==> src/hw/rtl/assert_macros.svh <==
// Assertion macros shared by the RTL files.
`ifndef ASSERT_MACROS_SVH
`define ASSERT_MACROS_SVH

// expr holds at every clock edge outside reset
`define ASSERT_ALWAYS(name, clk, rst, expr, msg) \
   name: assert property (@(posedge clk) disable iff (rst) (expr)) else $error(msg);

// pre implies post in the same cycle
`define ASSERT_IMPLY(name, clk, rst, pre, post, msg) \
   name: assert property (@(posedge clk) disable iff (rst) (pre) |-> (post)) else $error(msg);

// pre implies post in the next cycle
`define ASSERT_NEXT(name, clk, rst, pre, post, msg) \
   name: assert property (@(posedge clk) disable iff (rst) (pre) |=> (post)) else $error(msg);

`endif

==> src/hw/rtl/ljpf_pkg.sv <==
// Package: constants, types and state encodings of the Lennard-Jones force block.
package ljpf_pkg;

   localparam int DIM             = 3;
   localparam int IMAGES_PER_AXIS = 3;
   localparam int NUM_AXES        = 3;
   localparam int AX_W            = 2;
   localparam int CNT_W           = $clog2(IMAGES_PER_AXIS + 1);
   localparam int IDX_W           = (IMAGES_PER_AXIS > 1) ? $clog2(IMAGES_PER_AXIS) : 1;

   localparam int QUEUE_DEPTH     = 2;
   localparam int QPTR_W          = (QUEUE_DEPTH > 1) ? $clog2(QUEUE_DEPTH) : 1;
   localparam int QCNT_W          = $clog2(QUEUE_DEPTH + 1);

   // range divider: 34-bit magnitude, one quotient bit per cycle
   localparam int DIV_STEPS       = 34;
   localparam int DIV_CNT_W       = $clog2(DIV_STEPS);
   // reciprocal divider: 2^64 / s, 65 quotient bits
   localparam int RECIP_STEPS     = 65;
   localparam int RECIP_CNT_W     = $clog2(RECIP_STEPS);
   // r^-14 and r^-8 built from seven and four multiplies by 1/r^2
   localparam int POW_T1_STEPS    = 7;
   localparam int POW_STEPS       = 11;
   localparam int POW_CNT_W       = $clog2(POW_STEPS);

   localparam logic [30:0] BOX_RESET    = 31'd65536;
   localparam logic [30:0] CUTOFF_RESET = 31'd32768;
   localparam logic [47:0] MAX48        = 48'hFFFF_FFFF_FFFF;
   localparam logic [47:0] FMAX         = 48'h7FFF_FFFF_FFFF;
   localparam logic [47:0] FMIN         = 48'h8000_0000_0000;

   typedef enum logic [2:0] {
      CSR_BOX_X,
      CSR_BOX_Y,
      CSR_BOX_Z,
      CSR_CUTOFF,
      CSR_C12,
      CSR_C6,
      CSR_C_SHIFT
   } csr_index_type;

   typedef struct packed {
      logic [NUM_AXES-1:0][30:0] box;
      logic [30:0]               cutoff;
      logic [47:0]               c12;
      logic [47:0]               c6;
      logic [47:0]               c_shift;
   } cfg_type;

   // per-axis image range: first k, image count, first offset, box step
   typedef struct packed {
      logic [34:0]      lo;
      logic [CNT_W-1:0] cnt;
      logic [31:0]      z0;
      logic [30:0]      d;
   } axis_job_type;

   typedef struct packed {
      axis_job_type [NUM_AXES-1:0] ax;
      logic                        excl;
      logic                        sat;
   } job_type;

   typedef enum logic [2:0] {
      F_IDLE,
      F_LOAD,
      F_DIV,
      F_FIX,
      F_PUSH
   } front_state_type;

   typedef enum logic [3:0] {
      B_IDLE,
      B_R2CUT,
      B_SQ,
      B_CHECK,
      B_RECIP,
      B_POW,
      B_POWFIX,
      B_COEF,
      B_FMUL,
      B_FADD,
      B_NEXT,
      B_DONE
   } back_state_type;

endpackage

==> src/hw/rtl/ljpf_queue.sv <==
// Short job queue between the front end and the force engine.
`include "assert_macros.svh"

module ljpf_queue (
   input  logic              clock,
   input  logic              reset,
   input  logic              push_valid,
   output logic              push_ready,
   input  ljpf_pkg::job_type push_data,
   output logic              pop_valid,
   input  logic              pop_ready,
   output ljpf_pkg::job_type pop_data
);

   ljpf_pkg::job_type              slot_ff [ljpf_pkg::QUEUE_DEPTH];
   logic [ljpf_pkg::QPTR_W-1:0]    wr_ptr_ff;
   logic [ljpf_pkg::QPTR_W-1:0]    rd_ptr_ff;
   logic [ljpf_pkg::QCNT_W-1:0]    count_ff;
   logic                           do_push;
   logic                           do_pop;

   assign push_ready = count_ff != ljpf_pkg::QCNT_W'(ljpf_pkg::QUEUE_DEPTH);
   assign pop_valid  = count_ff != '0;
   assign pop_data   = slot_ff[rd_ptr_ff];
   assign do_push    = push_valid && push_ready;
   assign do_pop     = pop_valid && pop_ready;

   always_ff @(posedge clock) begin
      if (do_push) slot_ff[wr_ptr_ff] <= push_data;
   end

   always_ff @(posedge clock) begin
      if (reset) begin
         wr_ptr_ff <= '0;
         rd_ptr_ff <= '0;
         count_ff  <= '0;
      end else begin
         if (do_push) begin
            wr_ptr_ff <= (wr_ptr_ff == ljpf_pkg::QPTR_W'(ljpf_pkg::QUEUE_DEPTH - 1))
                         ? '0 : wr_ptr_ff + ljpf_pkg::QPTR_W'(1);
         end
         if (do_pop) begin
            rd_ptr_ff <= (rd_ptr_ff == ljpf_pkg::QPTR_W'(ljpf_pkg::QUEUE_DEPTH - 1))
                         ? '0 : rd_ptr_ff + ljpf_pkg::QPTR_W'(1);
         end
         if (do_push && !do_pop) count_ff <= count_ff + ljpf_pkg::QCNT_W'(1);
         else if (do_pop && !do_push) count_ff <= count_ff - ljpf_pkg::QCNT_W'(1);
      end
   end

   `ASSERT_ALWAYS(a_queue_bound, clock, reset, count_ff <= ljpf_pkg::QCNT_W'(ljpf_pkg::QUEUE_DEPTH), "job queue overfilled")

endmodule

==> config.mk <==
export PLATFORM = sky130hd
export DESIGN_NAME = ljpf_queue
export DESIGN_NICKNAME = d
export VERILOG_FILES = /design/src/hw/rtl/ljpf_pkg.sv /design/src/hw/rtl/ljpf_queue.sv
export VERILOG_INCLUDE_DIRS = /design/src /design/src/hw/rtl
export SDC_FILE = /design/constraint.sdc
export NUM_CORES = 1
export LEC_CHECK = 0
export ABC_CLOCK_PERIOD_IN_PS = 22600
export BUFFER_PORTS_ARGS = -buffer_cell sky130_fd_sc_hd__buf_2
export CORE_AREA = 2 2 238 240
export CTS_CLUSTER_SIZE = 14
export DETAILED_ROUTE_END_ITERATION = 12
export DIE_AREA = 0 0 240 242
export PLACE_DENSITY_LB_ADDON = 0.12
export SYNTH_ARGS = -nofsm -noshare
export SYNTH_HDL_FRONTEND = slang
export SYNTH_SLANG_ARGS = --single-unit
==> constraint.sdc <==
create_clock -name clock -period 22.6 [get_ports clock]
set_input_delay 1.13 -clock clock [delete_from_list [all_inputs] [get_ports clock]]
set_output_delay 1.13 -clock clock [all_outputs]
set_load 0.01 [all_outputs]
# ---- After elaboration in Yosys (flattened, before gate mapping)
# Memory sizes are Yosys's and may differ from the RTL's. A register that Yosys moved wholly into a read port is not among the register bits.
# Index checks and enable logic that the tools add are counted.
dict set report totals {
  register_bits 4
  elab_cells 25
  input_bits 306
  ram_bits 604
  mem_count 1
}
# name depth word_bits read_ports rd_clocked_by_memory_dff write_ports line_no
set mem_list {}
lappend mem_list {slot_ff 2 302 1 1 1 ljpf_queue.sv:15} ;# ljpf_pkg::job_type slot_ff [ljpf_pkg::QUEUE_DEPTH];
dict set report op_classes {
  n_addsub 4
  eq_ne 1
  muxes 8
  reduce_logical 8
}
# op count
set ops {}
lappend ops {{$mux W1} 6}
lappend ops {{$logic_and A1 B1 Y1} 4}
lappend ops {{$mux W2} 2}
lappend ops {{$reduce_bool A2 Y1} 2}
lappend ops {{$add A1 B1 Y1 const B} 2}
lappend ops {{$add A2 B1 Y2 const B} 1}
lappend ops {{$logic_not A1 Y1} 2}
lappend ops {{$ne A2 B2 Y1 const B} 1}
lappend ops {{$sub A2 B1 Y2 const B} 1}

# ---- Longest topological paths before layout
# Gate-level depths: netlist (run 1).
dict set report depth {
  word_depth 6
  depth_mapped 6
  depth_no_buf 6
}

# ---- Least setup slack after synthesis (run 1)
# No wires, ideal clock.
dict set report synth_timing {
  path_kind {input -> register}
  start {input push_valid}
  end {memory slot_ff[1][0] in the netlist's numbering (enable)}
  setup_ns 0.704
  setup_slack_ns 13.848
  arrival_time_ns 8.048
  path_buffers 0
  stages 1
  cell_sequence {and3_1}
}
dict set report synth_between {
  elab_chain_cells 3
}
# item line_no
set synth_rtl {}
lappend synth_rtl {{start, declared} ljpf_queue.sv:7} ;# input logic push_valid,
lappend synth_rtl {{$logic_and A1 B1 Y1} ljpf_queue.sv:25} ;# assign do_push = push_valid && push_ready;
lappend synth_rtl {{$mux W1} ljpf_queue.sv:29} ;# if (do_push) slot_ff[wr_ptr_ff] <= push_data;
lappend synth_rtl {{$mux W1 (not written as such)} ljpf_queue.sv:29}
lappend synth_rtl {{end, declared} ljpf_queue.sv:15}
# No other way between the ends.

==> summary.txt, run 1 <==
Run status
  – Status: finished clean

Run
  – MaxCap Viol Count: 0

Pwr
  – Worst VDD drop: about 110 µV
  – Pwr per Cell Area: between 100 and 150 nW/µm²
  – Leakage: 11.2 nW

Floorplan
  – Initial Util: between 40% and 50%
  – Die area: around 58000 µm²
  – Io pins: a little over 600
  – Die width: ~240 µm
  – Die height: roughly 240 µm
  – Core area: roughly 56000 µm²
  – Row Count: just under 90

CTS
  – Reg clk slew, reported paths: approximately 0.050 ns
  – Root Driver: clkbuf_16
  – Clock tree buffer depth: 3
  – Post_cts resized: 0
  – Num Clock Sinks: about 600
  – TritonCTS Buffers: 67
  – Cts hold-fix bufs: 0
  – CTS tree: yes
  – H-tree Lvls: 3
  – Clock latency on the worst-skew pair: 0.58 ns
  – Post-CTS setup buffers: 0

Logic synthesis
  – Top cell type's share of synthesized area: 77.6%
  – Post-synth ARST share: 0%
  – Register area share after synthesis: between 70% and 80%
  – Top cells by area, synth: edfxtp_1 (78%), mux2_4 (18%), buf_12 (1.9%), mux2_2 (1.1%), buf_6 (0.48%)
  – Cell accounting for the most synthesized area: edfxtp_1
  – Post-synthesis cell count: roughly 960
  – Mapped cell area: between 20000 and 25000 µm²
  – Post-Syn Area per Cell: around 24 µm²
  – Yosys synthesis warning count: 0
  – Count leader, synth: edfxtp_1
  – Synth Flop Type: edfxtp_1
  – Cell variety after synth: 20
  – Number of synthesized flops with an enable pin: between 600 and 700
  – Syn_nets: approximately 1.3k
  – #FFs+latches synth: roughly 610
  – Synth top cells by count: edfxtp_1 (604), mux2_4 (280), buf_12 (22), mux2_2 (22), buf_6 (10)

Finish
  – Layout area overhead: 23.7%
  – Nets: between 1.5k and 2k
  – Final Non-Filler Cells: 2428
  – Share of layout cells above drive strength 1: 60.5%
  – Fillcell total: between 4k and 5k
  – Area taken by multi-input logic gates: about 4600 µm²
  – Register Area: 18200 µm²

Drt
  – Met3 wire length: 4630 µm
  – Via/cell ratio: roughly 4.7
  – Iter 0 DRT Violations: around 600
  – Routed WL per cell: 21.5 µm
  – Post-route ant nets: 0
  – DRC: 0
  – Top Metal Used: met5
  – Met2 wire length: around 27000 µm
  – First-pass iteration count of the detailed router: 6
  – Met1 wire length: 19100 µm
  – DR vias: 11.3k
  – Total wire length: roughly 52000 µm

Setup path
  – Worst Reg-to-Reg Cells: 5
  – R2r startpoint: count_ff[0]
  – Crit path max fanout: approximately 130
  – Startpoint Class: register
  – CP Data Arrival Time: around 3.2 ns
  – CP Class: reg -> out
  – Crit path to: pop_data[269]
  – RR Endpoint: slot_ff[0][35]
  – CP required: 21.47 ns
  – Critical Path Sink Type: primary output
  – R2r setup slk: roughly 19 ns

Timing
  – Final setup fails: 0
  – Setup TNS Final: 0 ns
  – Hold Violations, Final: 0
  – FMAX: 0.230 GHz
  – Rel. slew slack: between 10% and 20%
  – Final clock period utilization by the worst path: between 10% and 20%
  – Final Worst Setup Slack: 18.26 ns
  – Clock Skews: about 0.018 ns
  – Unrepaired setup endpoints after global routing: no
  – Worst Tran Pin Value: approximately 1.2 ns
  – Fin crit period: 4.34 ns
  – Slew Viols, Final: 0

Placement
  – # port buffers: between 600 and 700
  – Placed instance count: 2302
  – GP Congestion: approximately 0.75
  – DPL Wire Length: approximately 36000 µm
  – Worst slack, placed: between 15 and 20 ns

GRT
  – First-pass GRT wire length: 73800 µm
  – GR Overflow Total: 0
  – Largest net degree at the start of global routing: 156
  – Initial antenna violation count: 17
  – Vias in the first global route: between 10k and 15k
  – GRT Total Usage: between 10% and 20%

Worst hold path
  – Min-delay worst type: reg -> reg
stage by stage:
stage          utilization (%)  hold WS [ns]  cell area, µm²  power (W)
6_report                  51.9         0.520           28900    0.00331
5_1_grt                   51.8         0.554           28900    0.00345
4_1_cts                   51.8         0.522           28900    0.00336
3_5_place_dp              48.3         0.495           26900    0.00236
3_3_place_gp              48.3         0.484           26900    0.00235
2_1_floorplan                -         0.471           23400    0.00213
kinds of logic (layout without fill, tap and decap cells):
logic type / Yosys count / in the layout / share of synthesized area, %
buffers and inverters: 35 / 733 / 2.42
flip-flops: 609 / 609 / 78.0
AND/OR/NAND/NOR: 9 / 9 / 0.214
other: 0 / 10 / 0
AO/OA/AOI/OAI: 5 / 5 / 0.128
adder cells (fa/ha/maj): 1 / 1 / 0.0535
multiplexers: 302 / 302 / 19.0
XOR/XNOR: 3 / 3 / 0.112
worst max-delay path, stage by stage (launching register included):
cell and delay (ns):
dfxtp_4 1.12, buf_12 0.60, mux2_4 0.35, buf_2 0.19
cell type report:
type                    count  area share [%]
repair buffers            616            10.9
inverters                   1          0.0389
clock inverters            21           0.454
clock buffers              95            6.38
diodes                     10          0.0866
flip-flops and latches    609            63.1
multi-input cells         320            15.8
well taps                 756            3.27
layout by cell type, fill, tap and decap left out, types with 2 or more instances in the layout:
cell,n
buf_12,3
clkinv_2,6
clkbuf_16,69
diode_2,10
nor2_1,3
o21ai_0,2
inv_6,3
edfxtp_1,604
clkbuf_1,24
buf_4,4
xor2_1,3
clkinv_1,10
a21oi_1,2
buf_2,609
dfxtp_1,4
clkbuf_8,2
mux2_2,22
mux2_4,280
registers in the layout (all words and copies together), names as in the netlist, named ones only:
signal     flops
count_ff       2
wr_ptr_ff      1
rd_ptr_ff      1
slot_ff      604
worst min-delay path by stage:
stage                      startpoint          end  depth (start not counted)
final                     count_ff[1]  count_ff[1]                          2
after global routing      count_ff[1]  count_ff[1]                          2
after CTS                   rd_ptr_ff     register                          2
after detailed placement    rd_ptr_ff     register                          2
after global placement      rd_ptr_ff    rd_ptr_ff                          2
after floorplan           count_ff[1]  count_ff[1]                          2
power by group:
group,internal [W],switching [W]
Clock,0.000578,0.000409
Combinational,0.000427,0.000427
Sequential,0.00141,0.0000520
Total,0.00242,0.000888
metal layers:
metal,global-route usage (%),vias up
met1,19.0,5645
met4,5.39,18
li1,-,5181
met3,6.56,83
met2,30.8,373
met5,0,-
Note: power is estimated with default switching activity, not from simulation.
==> run 2, diff against run 1 <==
--- a/config.mk
+++ b/config.mk
@@ -6,7 +6,7 @@
 export SDC_FILE = /design/constraint.sdc
 export NUM_CORES = 1
 export LEC_CHECK = 0
-export ABC_CLOCK_PERIOD_IN_PS = 22600
+export ABC_CLOCK_PERIOD_IN_PS = 3800
 export BUFFER_PORTS_ARGS = -buffer_cell sky130_fd_sc_hd__buf_2
 export CORE_AREA = 2 2 238 240
 export CTS_CLUSTER_SIZE = 14
==> constraint.sdc (replaced) <==
create_clock -name clock -period 3.8 [get_ports clock]
set_input_delay 0.19 -clock clock [delete_from_list [all_inputs] [get_ports clock]]
set_output_delay 0.19 -clock clock [all_outputs]
set_load 0.01 [all_outputs]
==> summary.txt, run 2 (synthesis results as in run 1) <==
CTS
  – Clock latency on the worst-skew pair: 0.59 ns (was 0.58 ns)
  – Root Driver: clkbuf_16 (unchanged)
  – Post-CTS setup buffers: 0 (unchanged)
  – H-tree Lvls: 3 (unchanged)
  – Post_cts resized: 0 (unchanged)
  – TritonCTS Buffers: 66 (was 67)
  – Num Clock Sinks: 609 (unchanged)
  – Reg clk slew, reported paths: 0.06 ns (was 0.05 ns)
  – CTS tree: yes (unchanged)
  – Clock tree buffer depth: 3 (unchanged)

Placement
  – Worst slack, placed: 1.61 ns (was 18.29 ns)
  – DPL Wire Length: 36700 µm (was 35500 µm)
  – Placement Cell Area: 27100 µm² (was 26900 µm²)
  – GP Congestion: 0.771 (was 0.754)
  – # port buffers: 609 (unchanged)

Timing
  – Final Worst Setup Slack: 1.14 ns (was 18.26 ns)
  – Hold Violations, Final: 0 (unchanged)
  – Final setup fails: 0 (unchanged)
  – Clock Skews: 0.0128 ns (was 0.0175 ns)
  – Worst Tran Pin Value: 0.839 ns (was 1.22 ns)
  – Rel. slew slack: 44.1% (was 18.8%)
  – Slew Viols, Final: 0 (unchanged)
  – FMAX: between 0.3 and 0.4 GHz
  – Fin crit period: 2.66 ns
  – Unrepaired setup endpoints after global routing: no (unchanged)
  – Setup TNS Final: 0 ns (unchanged)
  – Final clock period utilization by the worst path: 69.9%

Finish
  – Layout area overhead: 37.5% (was 23.7%)
  – Nets: 2239 (was 1922)
  – Biggest register: slot_ff (unchanged)
  – Biggest regs: slot_ff x604, count_ff x2 (unchanged)
  – Fin util: 57.7% (was 51.9%)
  – Max FFs per register: 604 (unchanged)
  – Commonest non-fill, non-tap cells in the layout: buf_2 (609), edfxtp_1 (604), dlygate4sd3_1 (305), mux2_4 (280), clkbuf_16 (67) (was buf_2 (609), edfxtp_1 (604), mux2_4 (280), clkbuf_16 (69), clkbuf_1 (24))
  – Leading cell type in the layout, fill and taps excluded: buf_2 (unchanged)
  – Fin area: 32100 µm² (was 28900 µm²)
  – Share of layout cells above drive strength 1: 51.6% (was 60.5%)
  – Fillcell total: 4392 (was 4651)

Setup path
  – CP required: 3.61 ns (was 21.47 ns)
  – Worst path cell trace: buf_4, mux2_2, buf_2 (was buf_12, mux2_4, buf_2)
  – Critical Path Sink Type: primary output (unchanged)
  – R2r startpoint: count_ff[0] (unchanged)
  – CP Class: reg -> out (unchanged)
  – Slowest CP cell: dfxtp_4 (unchanged)
  – Max stage delay on crit path: 0.74 ns (was 1.12 ns)
  – Startpoint Class: register (unchanged)
  – Crit path max fanout: 34 (was 125)
  – CP Data Arrival Time: 2.47 ns (was 3.21 ns)
  – CP Buf/Inv Count: 2 (unchanged)
  – Cell family with most CP delay: flip-flops (unchanged)

Drt
  – First-pass iteration count of the detailed router: 4 (was 6)
  – Routed WL per cell: 20.2 µm (was 21.5 µm)
  – Iter 0 DRT Violations: 466 (was 603)
  – Post-route ant nets: 0 (unchanged)
  – DR vias: 12.6k (was 11.3k)
  – Via/cell ratio: 4.60 (was 4.65)
  – DRC: 0 (unchanged)
  – Total wire length: 55200 µm (was 52300 µm)

Worst hold path
  – Min-delay worst type: in -> reg (was reg -> reg)
  – Hold_sp: push_data[16] (was count_ff[1])

Pwr
  – Clock share of power: 29.4% (was 29.8%)
  – Pwr per Cell Area: 623 nW/µm² (was 114 nW/µm²)
  – Internal Power: 0.0145 W (was 0.00242 W)
  – Combinational power share: 27.5% (was 25.8%)
  – Sequential power share: 43.2% (was 44.3%)
  – Leakage: 12.6 nW (was 11.2 nW)
  – Worst VDD drop: 452 µV (was 114 µV)
  – Total Power: 0.0200 W (was 0.00331 W)
  – Sw power: 0.00551 W (was 0.000888 W)
  – Switching share of power: 27.5% (was 26.9%)

GRT
  – GR Overflow Total: 0 (unchanged)
  – Vias in the first global route: 13.4k (was 11.6k)
  – First-pass GRT wire length: 80300 µm (was 73800 µm)
  – Initial antenna violation count: 5 (was 17)
  – Largest net degree at the start of global routing: 73 (was 156)
  – GRT Total Usage: 18.6% (was 17.3%)

Floorplan
  – Die height: 242 µm (unchanged)
  – Core area: 55700 µm² (unchanged)
  – Row Count: 87 (unchanged)
  – Initial Util: 41.9% (unchanged)
  – Io pins: 610 (unchanged)
  – Die area: 58100 µm² (unchanged)
  – Die width: 240 µm (unchanged)

Run status
  – Status: finished clean (unchanged)

Run
  – MaxCap Viol Count: 0 (unchanged)
run 2: cell type report:
class                      instances  area [µm²]  share of cell area [%]
inverter                           1        7.51                  0.0234
tap                              756         946                    2.94
timing repair buffer             934        6380                    19.8
clock inverter                    38         253                   0.786
multi-input combinational        320        4580                    14.3
antenna                            3        7.51                  0.0234
sequential                       609       18200                    56.8
clock buffer                      79        1720                    5.36
run 2: final timing paths:
kind / endpoint / slack [ns] / cells past startpoint
setup / recovery: pop_data[282] / 1.14 / 3
hold / removal: slot_ff[0][16] / 0.32 / 2
setup reg to reg: slot_ff[1][128] / 1.67 / 3
hold reg to reg: rd_ptr_ff / 0.52 / 2
run 2: stage by stage:
step	instances	hold slack [ns]
after floorplan	964	0.255
after global placement	2315	0.377
after detailed placement	2315	0.381
after CTS	2737	0.274
after global routing	2740	0.289
final	2740	0.318
run 2: power by group through the flow:
stage | Combinational (W) | Clock (W) | Sequential (W)
2_1_floorplan | 0.00372 | 0 | 0.00884
3_3_place_gp | 0.00530 | 0 | 0.00875
3_5_place_dp | 0.00531 | 0 | 0.00879
4_1_cts | 0.00559 | 0.00606 | 0.00865
5_1_grt | 0.00583 | 0.00634 | 0.00872
6_report | 0.00550 | 0.00588 | 0.00865
run 2: repair_timing:
item,in CTS,in global routing
hold buffers,305,0
setup endpoints to repair,0,0
endpoints found under the hold margin,609,0
run 2: routing by layer:
layer / vias to the layer above / share of wire, % / GRT usage, %
met3: 111 / 7.9 / 6.21
met5: - / 0.054 / 0
met2: 436 / 51 / 32.1
met1: 6266 / 38 / 21.1
li1: 5795 / - / -
met4: 4 / 3.5 / 7.29
