===== src/hw/rtl/assert_macros.svh =====
// Assertion macros shared by the RTL files.
`ifndef ASSERT_MACROS_SVH
`define ASSERT_MACROS_SVH

// expr holds at every clock edge outside reset
`define ASSERT_ALWAYS(name, clk, rst, expr, msg) \
   name: assert property (@(posedge clk) disable iff (rst) (expr)) else $error(msg);

// pre implies post in the same cycle
`define ASSERT_IMPLY(name, clk, rst, pre, post, msg) \
   name: assert property (@(posedge clk) disable iff (rst) (pre) |-> (post)) else $error(msg);

// pre implies post in the next cycle
`define ASSERT_NEXT(name, clk, rst, pre, post, msg) \
   name: assert property (@(posedge clk) disable iff (rst) (pre) |=> (post)) else $error(msg);

`endif


===== src/hw/rtl/ljpf_pkg.sv =====
// Package: constants, types and state encodings of the Lennard-Jones force block.
package ljpf_pkg;

   localparam int DIM             = 3;
   localparam int IMAGES_PER_AXIS = 3;
   localparam int NUM_AXES        = 3;
   localparam int AX_W            = 2;
   localparam int CNT_W           = $clog2(IMAGES_PER_AXIS + 1);
   localparam int IDX_W           = (IMAGES_PER_AXIS > 1) ? $clog2(IMAGES_PER_AXIS) : 1;

   localparam int QUEUE_DEPTH     = 2;
   localparam int QPTR_W          = (QUEUE_DEPTH > 1) ? $clog2(QUEUE_DEPTH) : 1;
   localparam int QCNT_W          = $clog2(QUEUE_DEPTH + 1);

   // range divider: 34-bit magnitude, one quotient bit per cycle
   localparam int DIV_STEPS       = 34;
   localparam int DIV_CNT_W       = $clog2(DIV_STEPS);
   // reciprocal divider: 2^64 / s, 65 quotient bits
   localparam int RECIP_STEPS     = 65;
   localparam int RECIP_CNT_W     = $clog2(RECIP_STEPS);
   // r^-14 and r^-8 built from seven and four multiplies by 1/r^2
   localparam int POW_T1_STEPS    = 7;
   localparam int POW_STEPS       = 11;
   localparam int POW_CNT_W       = $clog2(POW_STEPS);

   localparam logic [30:0] BOX_RESET    = 31'd65536;
   localparam logic [30:0] CUTOFF_RESET = 31'd32768;
   localparam logic [47:0] MAX48        = 48'hFFFF_FFFF_FFFF;
   localparam logic [47:0] FMAX         = 48'h7FFF_FFFF_FFFF;
   localparam logic [47:0] FMIN         = 48'h8000_0000_0000;

   typedef enum logic [2:0] {
      CSR_BOX_X,
      CSR_BOX_Y,
      CSR_BOX_Z,
      CSR_CUTOFF,
      CSR_C12,
      CSR_C6,
      CSR_C_SHIFT
   } csr_index_type;

   typedef struct packed {
      logic [NUM_AXES-1:0][30:0] box;
      logic [30:0]               cutoff;
      logic [47:0]               c12;
      logic [47:0]               c6;
      logic [47:0]               c_shift;
   } cfg_type;

   // per-axis image range: first k, image count, first offset, box step
   typedef struct packed {
      logic [34:0]      lo;
      logic [CNT_W-1:0] cnt;
      logic [31:0]      z0;
      logic [30:0]      d;
   } axis_job_type;

   typedef struct packed {
      axis_job_type [NUM_AXES-1:0] ax;
      logic                        excl;
      logic                        sat;
   } job_type;

   typedef enum logic [2:0] {
      F_IDLE,
      F_LOAD,
      F_DIV,
      F_FIX,
      F_PUSH
   } front_state_type;

   typedef enum logic [3:0] {
      B_IDLE,
      B_R2CUT,
      B_SQ,
      B_CHECK,
      B_RECIP,
      B_POW,
      B_POWFIX,
      B_COEF,
      B_FMUL,
      B_FADD,
      B_NEXT,
      B_DONE
   } back_state_type;

endpackage


===== src/hw/rtl/ljpf_channels.sv =====
// Channel interfaces: request beat (point pair) and response beat (force).
interface ljpf_req_if;
   logic               valid;
   logic               ready;
   logic signed [31:0] x_pos_0;
   logic signed [31:0] x_pos_1;
   logic signed [31:0] x_pos_2;
   logic signed [31:0] y_pos_0;
   logic signed [31:0] y_pos_1;
   logic signed [31:0] y_pos_2;
   logic [15:0]        x_molecule;
   logic [15:0]        y_molecule;

   modport source (output valid, x_pos_0, x_pos_1, x_pos_2, y_pos_0, y_pos_1, y_pos_2,
                   x_molecule, y_molecule, input ready);
   modport sink (input valid, x_pos_0, x_pos_1, x_pos_2, y_pos_0, y_pos_1, y_pos_2,
                 x_molecule, y_molecule, output ready);
endinterface



===== src/hw/rtl/ljpf_front.sv =====
// Front end: accepts a point pair and works out the image range on each axis.
`include "assert_macros.svh"

module ljpf_front (
   input  logic              clock,
   input  logic              reset,
   ljpf_req_if.sink          req_chan,
   input  ljpf_pkg::cfg_type cfg,
   output logic              job_valid,
   output ljpf_pkg::job_type job,
   input  logic              job_ready
);

   ljpf_pkg::front_state_type state_ff, state_in;

   logic [ljpf_pkg::NUM_AXES-1:0][32:0] diff_ff;
   logic [ljpf_pkg::AX_W-1:0]           ax_ff;
   logic                                phase_ff;
   logic [ljpf_pkg::DIV_CNT_W-1:0]      step_ff;
   logic [33:0]                         quo_ff;
   logic [30:0]                         rem_ff;
   logic                                neg_ff;
   ljpf_pkg::job_type                   job_ff;

   logic [30:0] d_cur;
   logic [34:0] num_s;
   logic [33:0] num_mag;
   logic [31:0] trial;
   logic        trial_ge;
   logic [30:0] rem_nx;
   logic [34:0] q_s;
   logic [30:0] r_adj;
   logic [34:0] lo_val;
   logic [30:0] gap;
   logic [31:0] z0_val;
   logic [35:0] span;
   logic [ljpf_pkg::CNT_W-1:0] cnt_val;
   logic        cnt_clip;
   logic        last_axis;
   logic        div_last;

   // divisor: a zero box counts as one LSB
   assign d_cur = (cfg.box[ax_ff] == 31'd0) ? 31'd1 : cfg.box[ax_ff];

   // phase 0: diff - rad (ceil gives lowest k), phase 1: diff + rad (floor gives highest k)
   always_comb begin
      if (phase_ff) begin
         num_s = {{2{diff_ff[ax_ff][32]}}, diff_ff[ax_ff]} + {4'd0, cfg.cutoff};
      end else begin
         num_s = {{2{diff_ff[ax_ff][32]}}, diff_ff[ax_ff]} - {4'd0, cfg.cutoff};
      end
      num_mag = num_s[34] ? 34'(-num_s) : num_s[33:0];
   end

   // restoring divider step
   always_comb begin
      trial    = {rem_ff, quo_ff[33]};
      trial_ge = trial >= {1'b0, d_cur};
      rem_nx   = trial_ge ? 31'(trial - {1'b0, d_cur}) : trial[30:0];
   end

   // floor quotient and remainder from the magnitude result
   always_comb begin
      if (neg_ff) begin
         q_s = (rem_ff == 31'd0) ? 35'(-{1'b0, quo_ff}) : 35'(-{1'b0, quo_ff} - 35'd1);
      end else begin
         q_s = {1'b0, quo_ff};
      end
      r_adj  = (neg_ff && rem_ff != 31'd0) ? 31'(d_cur - rem_ff) : rem_ff;
      lo_val = q_s + {34'd0, (r_adj != 31'd0)};
      gap    = (r_adj == 31'd0) ? 31'd0 : 31'(d_cur - r_adj);
      z0_val = {1'b0, gap} - {1'b0, cfg.cutoff};
      span   = {q_s[34], q_s} - {job_ff.ax[ax_ff].lo[34], job_ff.ax[ax_ff].lo};
      cnt_clip = 1'b0;
      if (span[35]) begin
         cnt_val = '0;
      end else if (span >= 36'(ljpf_pkg::IMAGES_PER_AXIS)) begin
         cnt_val  = ljpf_pkg::CNT_W'(ljpf_pkg::IMAGES_PER_AXIS);
         cnt_clip = 1'b1;
      end else begin
         cnt_val = ljpf_pkg::CNT_W'(span + 36'd1);
      end
   end

   assign last_axis = ax_ff == ljpf_pkg::AX_W'(ljpf_pkg::DIM - 1);
   assign div_last  = step_ff == ljpf_pkg::DIV_CNT_W'(ljpf_pkg::DIV_STEPS - 1);

   always_comb begin
      state_in = state_ff;
      case (state_ff)
         ljpf_pkg::F_IDLE: begin
            if (req_chan.valid) state_in = ljpf_pkg::F_LOAD;
         end
         ljpf_pkg::F_LOAD: state_in = ljpf_pkg::F_DIV;
         ljpf_pkg::F_DIV: begin
            if (div_last) state_in = ljpf_pkg::F_FIX;
         end
         ljpf_pkg::F_FIX: begin
            if (phase_ff && last_axis) state_in = ljpf_pkg::F_PUSH;
            else state_in = ljpf_pkg::F_LOAD;
         end
         ljpf_pkg::F_PUSH: begin
            if (job_ready) state_in = ljpf_pkg::F_IDLE;
         end
         default: state_in = ljpf_pkg::F_IDLE;
      endcase
   end

   always_comb begin
      req_chan.ready = 1'b0;
      job_valid      = 1'b0;
      case (state_ff)
         ljpf_pkg::F_IDLE: req_chan.ready = 1'b1;
         ljpf_pkg::F_PUSH: job_valid      = 1'b1;
         default: begin
            req_chan.ready = 1'b0;
            job_valid      = 1'b0;
         end
      endcase
   end

   assign job = job_ff;

   always_ff @(posedge clock) begin
      if (reset) begin
         state_ff <= ljpf_pkg::F_IDLE;
      end else begin
         state_ff <= state_in;
      end
   end

   always_ff @(posedge clock) begin
      case (state_ff)
         ljpf_pkg::F_IDLE: begin
            if (req_chan.valid) begin
               diff_ff[0] <= {req_chan.x_pos_0[31], req_chan.x_pos_0}
                             - {req_chan.y_pos_0[31], req_chan.y_pos_0};
               diff_ff[1] <= {req_chan.x_pos_1[31], req_chan.x_pos_1}
                             - {req_chan.y_pos_1[31], req_chan.y_pos_1};
               diff_ff[2] <= {req_chan.x_pos_2[31], req_chan.x_pos_2}
                             - {req_chan.y_pos_2[31], req_chan.y_pos_2};
               job_ff.excl <= (req_chan.x_molecule == req_chan.y_molecule)
                              && (req_chan.x_molecule != 16'd0);
               job_ff.sat  <= 1'b0;
               // axes beyond DIM: a single image at zero offset
               for (int a = 0; a < ljpf_pkg::NUM_AXES; a++) begin
                  job_ff.ax[a].lo  <= '0;
                  job_ff.ax[a].cnt <= ljpf_pkg::CNT_W'(1);
                  job_ff.ax[a].z0  <= '0;
                  job_ff.ax[a].d   <= 31'd1;
               end
               ax_ff    <= '0;
               phase_ff <= 1'b0;
            end
         end
         ljpf_pkg::F_LOAD: begin
            quo_ff  <= num_mag;
            neg_ff  <= num_s[34];
            rem_ff  <= '0;
            step_ff <= '0;
         end
         ljpf_pkg::F_DIV: begin
            quo_ff  <= {quo_ff[32:0], trial_ge};
            rem_ff  <= rem_nx;
            step_ff <= step_ff + ljpf_pkg::DIV_CNT_W'(1);
         end
         ljpf_pkg::F_FIX: begin
            if (!phase_ff) begin
               job_ff.ax[ax_ff].lo <= lo_val;
               job_ff.ax[ax_ff].z0 <= z0_val;
               job_ff.ax[ax_ff].d  <= d_cur;
               phase_ff            <= 1'b1;
            end else begin
               job_ff.ax[ax_ff].cnt <= cnt_val;
               if (cnt_clip) job_ff.sat <= 1'b1;
               phase_ff <= 1'b0;
               if (!last_axis) ax_ff <= ax_ff + ljpf_pkg::AX_W'(1);
            end
         end
         default: begin
            ax_ff <= ax_ff;
         end
      endcase
   end

   `ASSERT_IMPLY(a_front_div_range, clock, reset, state_ff == ljpf_pkg::F_DIV, ax_ff <= ljpf_pkg::AX_W'(ljpf_pkg::DIM - 1), "front divides on an axis beyond DIM")

endmodule


===== src/flat_wrapper.sv =====
// flat-port wrapper written by rule: the top's interface ports become plain ports
module ljpf_front_flat 
  (clock, reset, cfg, job_valid, job, job_ready, req_chan_valid, req_chan_x_pos_0, req_chan_x_pos_1, req_chan_x_pos_2, req_chan_y_pos_0, req_chan_y_pos_1, req_chan_y_pos_2, req_chan_x_molecule, req_chan_y_molecule, req_chan_ready);
  ljpf_req_if req_chan_i ();
  input  logic clock;
  input  logic reset;
  input  ljpf_pkg::cfg_type cfg;
  output logic job_valid;
  output ljpf_pkg::job_type job;
  input  logic job_ready;
  input wire logic [$bits(req_chan_i.valid)-1:0] req_chan_valid;
  input wire logic [$bits(req_chan_i.x_pos_0)-1:0] req_chan_x_pos_0;
  input wire logic [$bits(req_chan_i.x_pos_1)-1:0] req_chan_x_pos_1;
  input wire logic [$bits(req_chan_i.x_pos_2)-1:0] req_chan_x_pos_2;
  input wire logic [$bits(req_chan_i.y_pos_0)-1:0] req_chan_y_pos_0;
  input wire logic [$bits(req_chan_i.y_pos_1)-1:0] req_chan_y_pos_1;
  input wire logic [$bits(req_chan_i.y_pos_2)-1:0] req_chan_y_pos_2;
  input wire logic [$bits(req_chan_i.x_molecule)-1:0] req_chan_x_molecule;
  input wire logic [$bits(req_chan_i.y_molecule)-1:0] req_chan_y_molecule;
  output wire logic [$bits(req_chan_i.ready)-1:0] req_chan_ready;
  assign req_chan_i.valid = req_chan_valid;
  assign req_chan_i.x_pos_0 = req_chan_x_pos_0;
  assign req_chan_i.x_pos_1 = req_chan_x_pos_1;
  assign req_chan_i.x_pos_2 = req_chan_x_pos_2;
  assign req_chan_i.y_pos_0 = req_chan_y_pos_0;
  assign req_chan_i.y_pos_1 = req_chan_y_pos_1;
  assign req_chan_i.y_pos_2 = req_chan_y_pos_2;
  assign req_chan_i.x_molecule = req_chan_x_molecule;
  assign req_chan_i.y_molecule = req_chan_y_molecule;
  assign req_chan_ready = req_chan_i.ready;
  ljpf_front u_core (.clock(clock), .reset(reset), .req_chan(req_chan_i), .cfg(cfg), .job_valid(job_valid), .job(job), .job_ready(job_ready));
endmodule

===== config.mk =====
export PLATFORM = sky130hd
export DESIGN_NAME = ljpf_front_flat
export DESIGN_NICKNAME = d
export VERILOG_FILES = /design/src/hw/rtl/ljpf_pkg.sv /design/src/hw/rtl/ljpf_channels.sv /design/src/hw/rtl/ljpf_front.sv /design/src/flat_wrapper.sv
export VERILOG_INCLUDE_DIRS = /design/src /design/src/hw/rtl
export SDC_FILE = /design/constraint.sdc
export NUM_CORES = 1
export LEC_CHECK = 0
export BUFFER_PORTS_ARGS = -buffer_cell sky130_fd_sc_hd__buf_2
export CAP_MARGIN = 20
export CORE_MARGIN = 3
export CORE_UTILIZATION = 40
export DETAILED_ROUTE_END_ITERATION = 10
export GPL_TIMING_DRIVEN = 1
export PLACE_DENSITY = 0.72
export SETUP_SLACK_MARGIN = 0.02
export SYNTH_ARGS = -nofsm -noshare
export SYNTH_HDL_FRONTEND = slang
export SYNTH_SLANG_ARGS = --single-unit

===== constraint.sdc =====
create_clock -name clock -period 18.2 [get_ports clock]
set_clock_uncertainty 0.05 [all_clocks]
set_input_delay 3.64 -clock clock [delete_from_list [all_inputs] [get_ports clock]]
set_output_delay 3.64 -clock clock [all_outputs]
set_load 0.01 [all_outputs]

# Word-level counts from Yosys, hierarchy flattened
# Index checks and enable logic that the tools add are counted.
dict set report classes {
  n_reduce_logical 18
  eq_ne 13
  magnitude_cmp 4
  muxes 53
  addsub 17
}
# operator count
set op_table {}
lappend op_table {{$bwmux W300} 4}
lappend op_table {{$demux W100 S2} 4}
lappend op_table {{$pmux W300 S2} 1}
lappend op_table {{$mux W302} 1}
lappend op_table {{$mux W300} 1}
lappend op_table {{$bmux W100 S2} 1}
lappend op_table {{$mux W100} 2}
lappend op_table {{$mux W31} 6}
lappend op_table {{$mux W35} 3}
lappend op_table {{$sub A32 B32 Y33} 3}
lappend op_table {{$logic_not A31 Y1} 3}
lappend op_table {{$sub A31 B31 Y31} 3}
lappend op_table {{$pmux W34 S2} 1}
lappend op_table {{$bmux W33 S2} 1}
lappend op_table {{$mux W65} 1}
lappend op_table {{$mux W63} 1}
lappend op_table {{$bmux W31 S2} 1}
lappend op_table {{$pmux W31 S2} 1}
lappend op_table {{$reduce_bool A31 Y1} 2}
lappend op_table {{$ge A36 B2 Y1 const B} 1}
lappend op_table {{$sub A35 B35 Y36} 1}
lappend op_table {{$add A35 B1 Y35} 1}
lappend op_table {{$neg A34 Y35} 1}
lappend op_table {{$sub A35 B1 Y35 const B} 1}
lappend op_table {{other kinds (33)} 60}
dict set report totals {
  inputBits 496
  out_inout_bits 304
  register_bits 479
  elab_cells 129
}

# Logic depth before layout (Yosys ltp)
dict set report depth {
  word_depth 13
  mapped_depth 56
  depth_no_buf 50
}

# Worst setup path before layout
# No wires, ideal clock.
dict set report synth_path {
  path_type {input-to-reg}
  startpoint {in cfg[181] (netlist name)}
  endpoint {reg u_core.job_ff (netlist bit u_core.job[63]) (data pin)}
  setup_time_ps 266
  path_slack_ps 5362
  path_buffers 3
  stages 50
  t_arrival_ps 12522
  required_ps 17884
  path_cell_list {mux2_4 a21oi_4 clkbuf_1 nand4_1 nor4_1 a21boi_1 ha_1 fa_1 nand2b_1 a21oi_1 a211oi_2 o311ai_2 nand3_1 o21a_1 buf_6 o211ai_2 a2111oi_2 nor3b_2 [14 not listed] a21oi_1 o21ai_0 a21oi_1 o21ai_0 a21oi_1 o21ai_0 a21oi_1 o21a_1 or3_1 a311oi_1 o21ai_0 a21oi_1 a41oi_1 a21oi_1 a21o_1 a21oi_1 xnor2_1 nor2_1}
}
dict set report synth_via {
  elab_chain_cells 13
  elab_cells_between_ends 14
  classes_between {3 x add/sub; 9 x mux; 2 x reduce/logical}
}
# item line
set synth_lines {}
lappend synth_lines {{start, declared} flat_wrapper.sv:7} ;# input ljpf_pkg::cfg_type cfg;
lappend synth_lines {{$bmux W31 S2 (*)} ljpf_front.sv:43} ;# assign d_cur = (cfg.box[ax_ff] == 31'd0) ? 31'd1 : cfg.box[ax_ff];
lappend synth_lines {{$mux W31 (implied by the code) (*)} ljpf_front.sv:43}
lappend synth_lines {{$logic_not A31 Y1} ljpf_front.sv:43}
lappend synth_lines {{$mux W31 (*)} ljpf_front.sv:43}
lappend synth_lines {{$sub A31 B31 Y31} ljpf_front.sv:69} ;# r_adj = (neg_ff && rem_ff != 31'd0) ? 31'(d_cur - rem_ff) : rem_ff;
lappend synth_lines {{$mux W31} ljpf_front.sv:69}
lappend synth_lines {{$sub A31 B31 Y31 or $logic_not A31 Y1 (tied branches)} ljpf_front.sv:71} ;# gap = (r_adj == 31'd0) ? 31'd0 : 31'(d_cur - r_adj);
lappend synth_lines {{$mux W31 (*)} ljpf_front.sv:71}
lappend synth_lines {{$sub A31 B31 Y32 (*)} ljpf_front.sv:72} ;# z0_val = {1'b0, gap} - {1'b0, cfg.cutoff};
lappend synth_lines {{$bwmux W300 (*)} ljpf_front.sv:170} ;# job_ff.ax[ax_ff].z0 <= z0_val;
lappend synth_lines {{$bwmux W300 (*)} ljpf_front.sv:171} ;# job_ff.ax[ax_ff].d <= d_cur;
lappend synth_lines {{$mux W300 (*)} ljpf_front.sv:168} ;# if (!phase_ff) begin
lappend synth_lines {{$pmux W300 S2 (*)} ljpf_front.sv:133} ;# case (state_ff)
lappend synth_lines {{end, declared} ljpf_front.sv:23} ;# ljpf_pkg::job_type job_ff;
# Mark *: on every way between the ends. The rest lies on a longest branch, timed or not. The select of a mux whose other input is x is not followed.
# A chain may end at the register's enable or synchronous reset.

# Worst setup path after layout
dict set report layout_path {
  startpoint {in cfg[242] (netlist name)}
  endpoint {reg u_core.job_ff (netlist bit u_core.job[160]) (data pin)}
}
# Same word-level chain as after synthesis.

==> metrics.csv <==
metric,value,unit
hold_class,flop to flop,
cts_buffers,53,
drive_gt1_share,17.9,%
synth_nets,5080,
path_class,input pin to flop,
end_kind,flop,
cp_num_buf_inv,3,
avgSynthCellArea,8.81,um2
finalCritPeriodShare,83.0,%
dieArea,98400,um2
worst-slew-pin-transition,1.01,ns
drcViolationCount,0,
grt_max_degree,75,
die_x,314,um
routabilityCongestion,0.954,
synth.area.top_cells,"edfxtp_1 (38%), ha_1 (9.1%), nor2_1 (6.4%), xnor2_1 (5.6%), a21oi_1 (3.9%)",
vias_per_cell,5.48,
hold_viol_final,0,
cts.clk_slew.worst_paths,0.06,ns
postRouteAntennaNets,0,
grt.total_usage,24.4,%
syn_inst,4300,
via_count,34097,
maxSlewViolCount,0,
holdBufCountCts,0,
syn-cell-area,37900,um2
num_io_pins,800,
cp_data_required_time,18.50,ns
antenna_found_initial,18,
multi_input_area,21700,um2
cts-resized-gates,0,
area_delta_synth_final,17.3,%
status,"complete, no violations",
dp.final_hpwl,97.7,mm
nFillCells,8971,
maxCapViolations,0,
crit_path_start_kind,input pin,
htreeDepth,2,
netlist.area_leader.share,37.7,%
totalWireLength,125,mm
finalSetupViolCount,0,
max_freq,66.2,MHz
rsz0062_at_grt,false,
path_max_fanout,11,
wl_per_cell,20.2,um
synth.most_common_cell,nor2_1,
portBuffers,655,
cts_tree,done,
synthFlopType,edfxtp_1,
yosysTopAreaCell,edfxtp_1,
first_pass_iters,6,
synth_edf_count,476,
fin_nets,5692,
synthArstFlopShare,0,%
post-cts-setup-buffer-count,0,
critPathSlowestCell,a211oi_4,
clkSinkCount,479,
yosysSeqAreaShare,37.9,%
first_iter_violations,2751,
grt_pass1_wl,188,mm
ys.warnings.count,0,
grt_overflow,0,
core,93600,um2
grt_pass1_vias,32291,
regArea,14400,um2
yosys-top-cells-count,"nor2_1 (645), edfxtp_1 (476), nand2_1 (349), inv_1 (348), a21oi_1 (297)",
die_y,314,um
crit_family,compound AO/OA/AOI/OAI gates,
max-slew-margin-rel,32.4,%
yosys.cell_types.count,110,
clk_path_buf_depth,3,
start_util,40.5,%
critPathArrivalTime,15.40,ns
period_minus_slack,15.10,ns
root_buffer,clkbuf_16,
worst_skew_pair.late_latency,0.65,ns
tns,0,ns
max_stage_delay,0.71,ns
num_rows,112,
ys_ff_latch,479,
-- state kept, by name (all words and copies together) (netlist names) --
signal,cells
u_core.rem_ff,31
u_core.ax_ff,2
u_core.job,302
u_core.neg_ff,1
u_core.phase_ff,1
u_core.step_ff,6
u_core.state_ff,3
u_core.quo_ff,34
u_core.diff_ff,99
-- through the flow --
step	hold slack (ns)	instance area (um2)	cells	worst slack, ns	utilization (%)
3_5_place_dp	0.521	42600	6110	2.45	45.5
3_3_place_gp	0.485	42600	6110	2.53	45.5
5_1_grt	0.585	44400	6211	2.13	47.4
4_1_cts	0.525	44400	6207	3.12	47.4
6_report	0.528	44400	6217	3.10	47.5
2_1_floorplan	0.456	37900	4300	5.36	-
-- area by class of cell --
type	count	area share [%]
multi-input cells	3318	48.8
flip-flops and latches	479	32.3
repair buffers	705	8.31
well taps	1254	3.53
clock buffers	64	3.08
inverters	355	3.01
clock inverters	33	0.927
diodes	9	0.0507
-- final timing paths --
check / from / endpoint / slack, ns / cells past startpoint
max: cfg[242] / u_core.job[160] / 3.10 / 48
min reg2reg: u_core.state_ff[2] / u_core.state_ff[0] / 0.53 / 1
max reg2reg: u_core.ax_ff[1] / u_core.job[160] / 4.54 / 48
min: u_core.state_ff[2] / u_core.state_ff[0] / 0.53 / 1
-- logic make-up (layout without fill, tap and decap cells) --
kind of cell,after synthesis,after routing,share of synthesized area (%)
AO/OA/AOI/OAI,981,981,16.5
XOR/XNOR,360,360,8.32
buffers and inverters,503,1157,5.09
flip-flops,479,479,37.9
multiplexers,125,125,3.36
adder cells (fa/ha/maj),294,294,9.83
other,0,9,0
AND/OR/NAND/NOR,1558,1558,19.0
-- cells in the final DEF, fill, tap and decap left out, types with 15 or more instances in the layout --
master | Yosys | routed
or2_2 | 31 | 31
and3_1 | 41 | 41
a31oi_1 | 39 | 39
a21o_1 | 59 | 59
xnor2_1 | 242 | 242
clkbuf_16 | 0 | 53
buf_4 | 0 | 47
edfxtp_1 | 476 | 476
a21boi_0 | 48 | 48
nor4_1 | 35 | 35
nor2_1 | 645 | 645
inv_1 | 348 | 347
or3_1 | 54 | 54
nor2b_1 | 46 | 45
ha_1 | 275 | 275
buf_2 | 15 | 655
mux2i_1 | 112 | 112
o31ai_1 | 18 | 18
nor3b_1 | 16 | 15
nand2b_1 | 44 | 44
nand4_1 | 28 | 28
a21oi_1 | 297 | 297
o21bai_1 | 17 | 17
xor2_1 | 118 | 118
a211oi_1 | 32 | 32
o21ai_0 | 241 | 241
o211ai_1 | 25 | 25
nand3_1 | 99 | 99
nor3_1 | 88 | 88
o21a_1 | 44 | 44
and2_1 | 25 | 25
nand2_1 | 349 | 343
-- worst register-to-register path, delay by kind of cell (launching register included) --
kind / cells / cell delay (ns)
AO/OA/AOI/OAI: 22 / 6.33
XOR/XNOR: 2 / 0.75
adder cells (fa/ha/maj): 2 / 0.53
buffers and inverters: 4 / 1.56
flip-flops: 1 / 0.44
multiplexers: 1 / 0.40
AND/OR/NAND/NOR: 17 / 3.31
-- routing by layer --
metal  vias up  wire length, um  track usage, %
met1     16137            55000            32.9
met2      1260            58000            40.4
met5         -                0               0
li1      16502                -               -
met4         0             4370            8.51
met3       198             7970            3.28
Power is left out: the tool's default activity adds up to more than one toggle a clock period on the data nets, which glitch-free logic cannot reach.
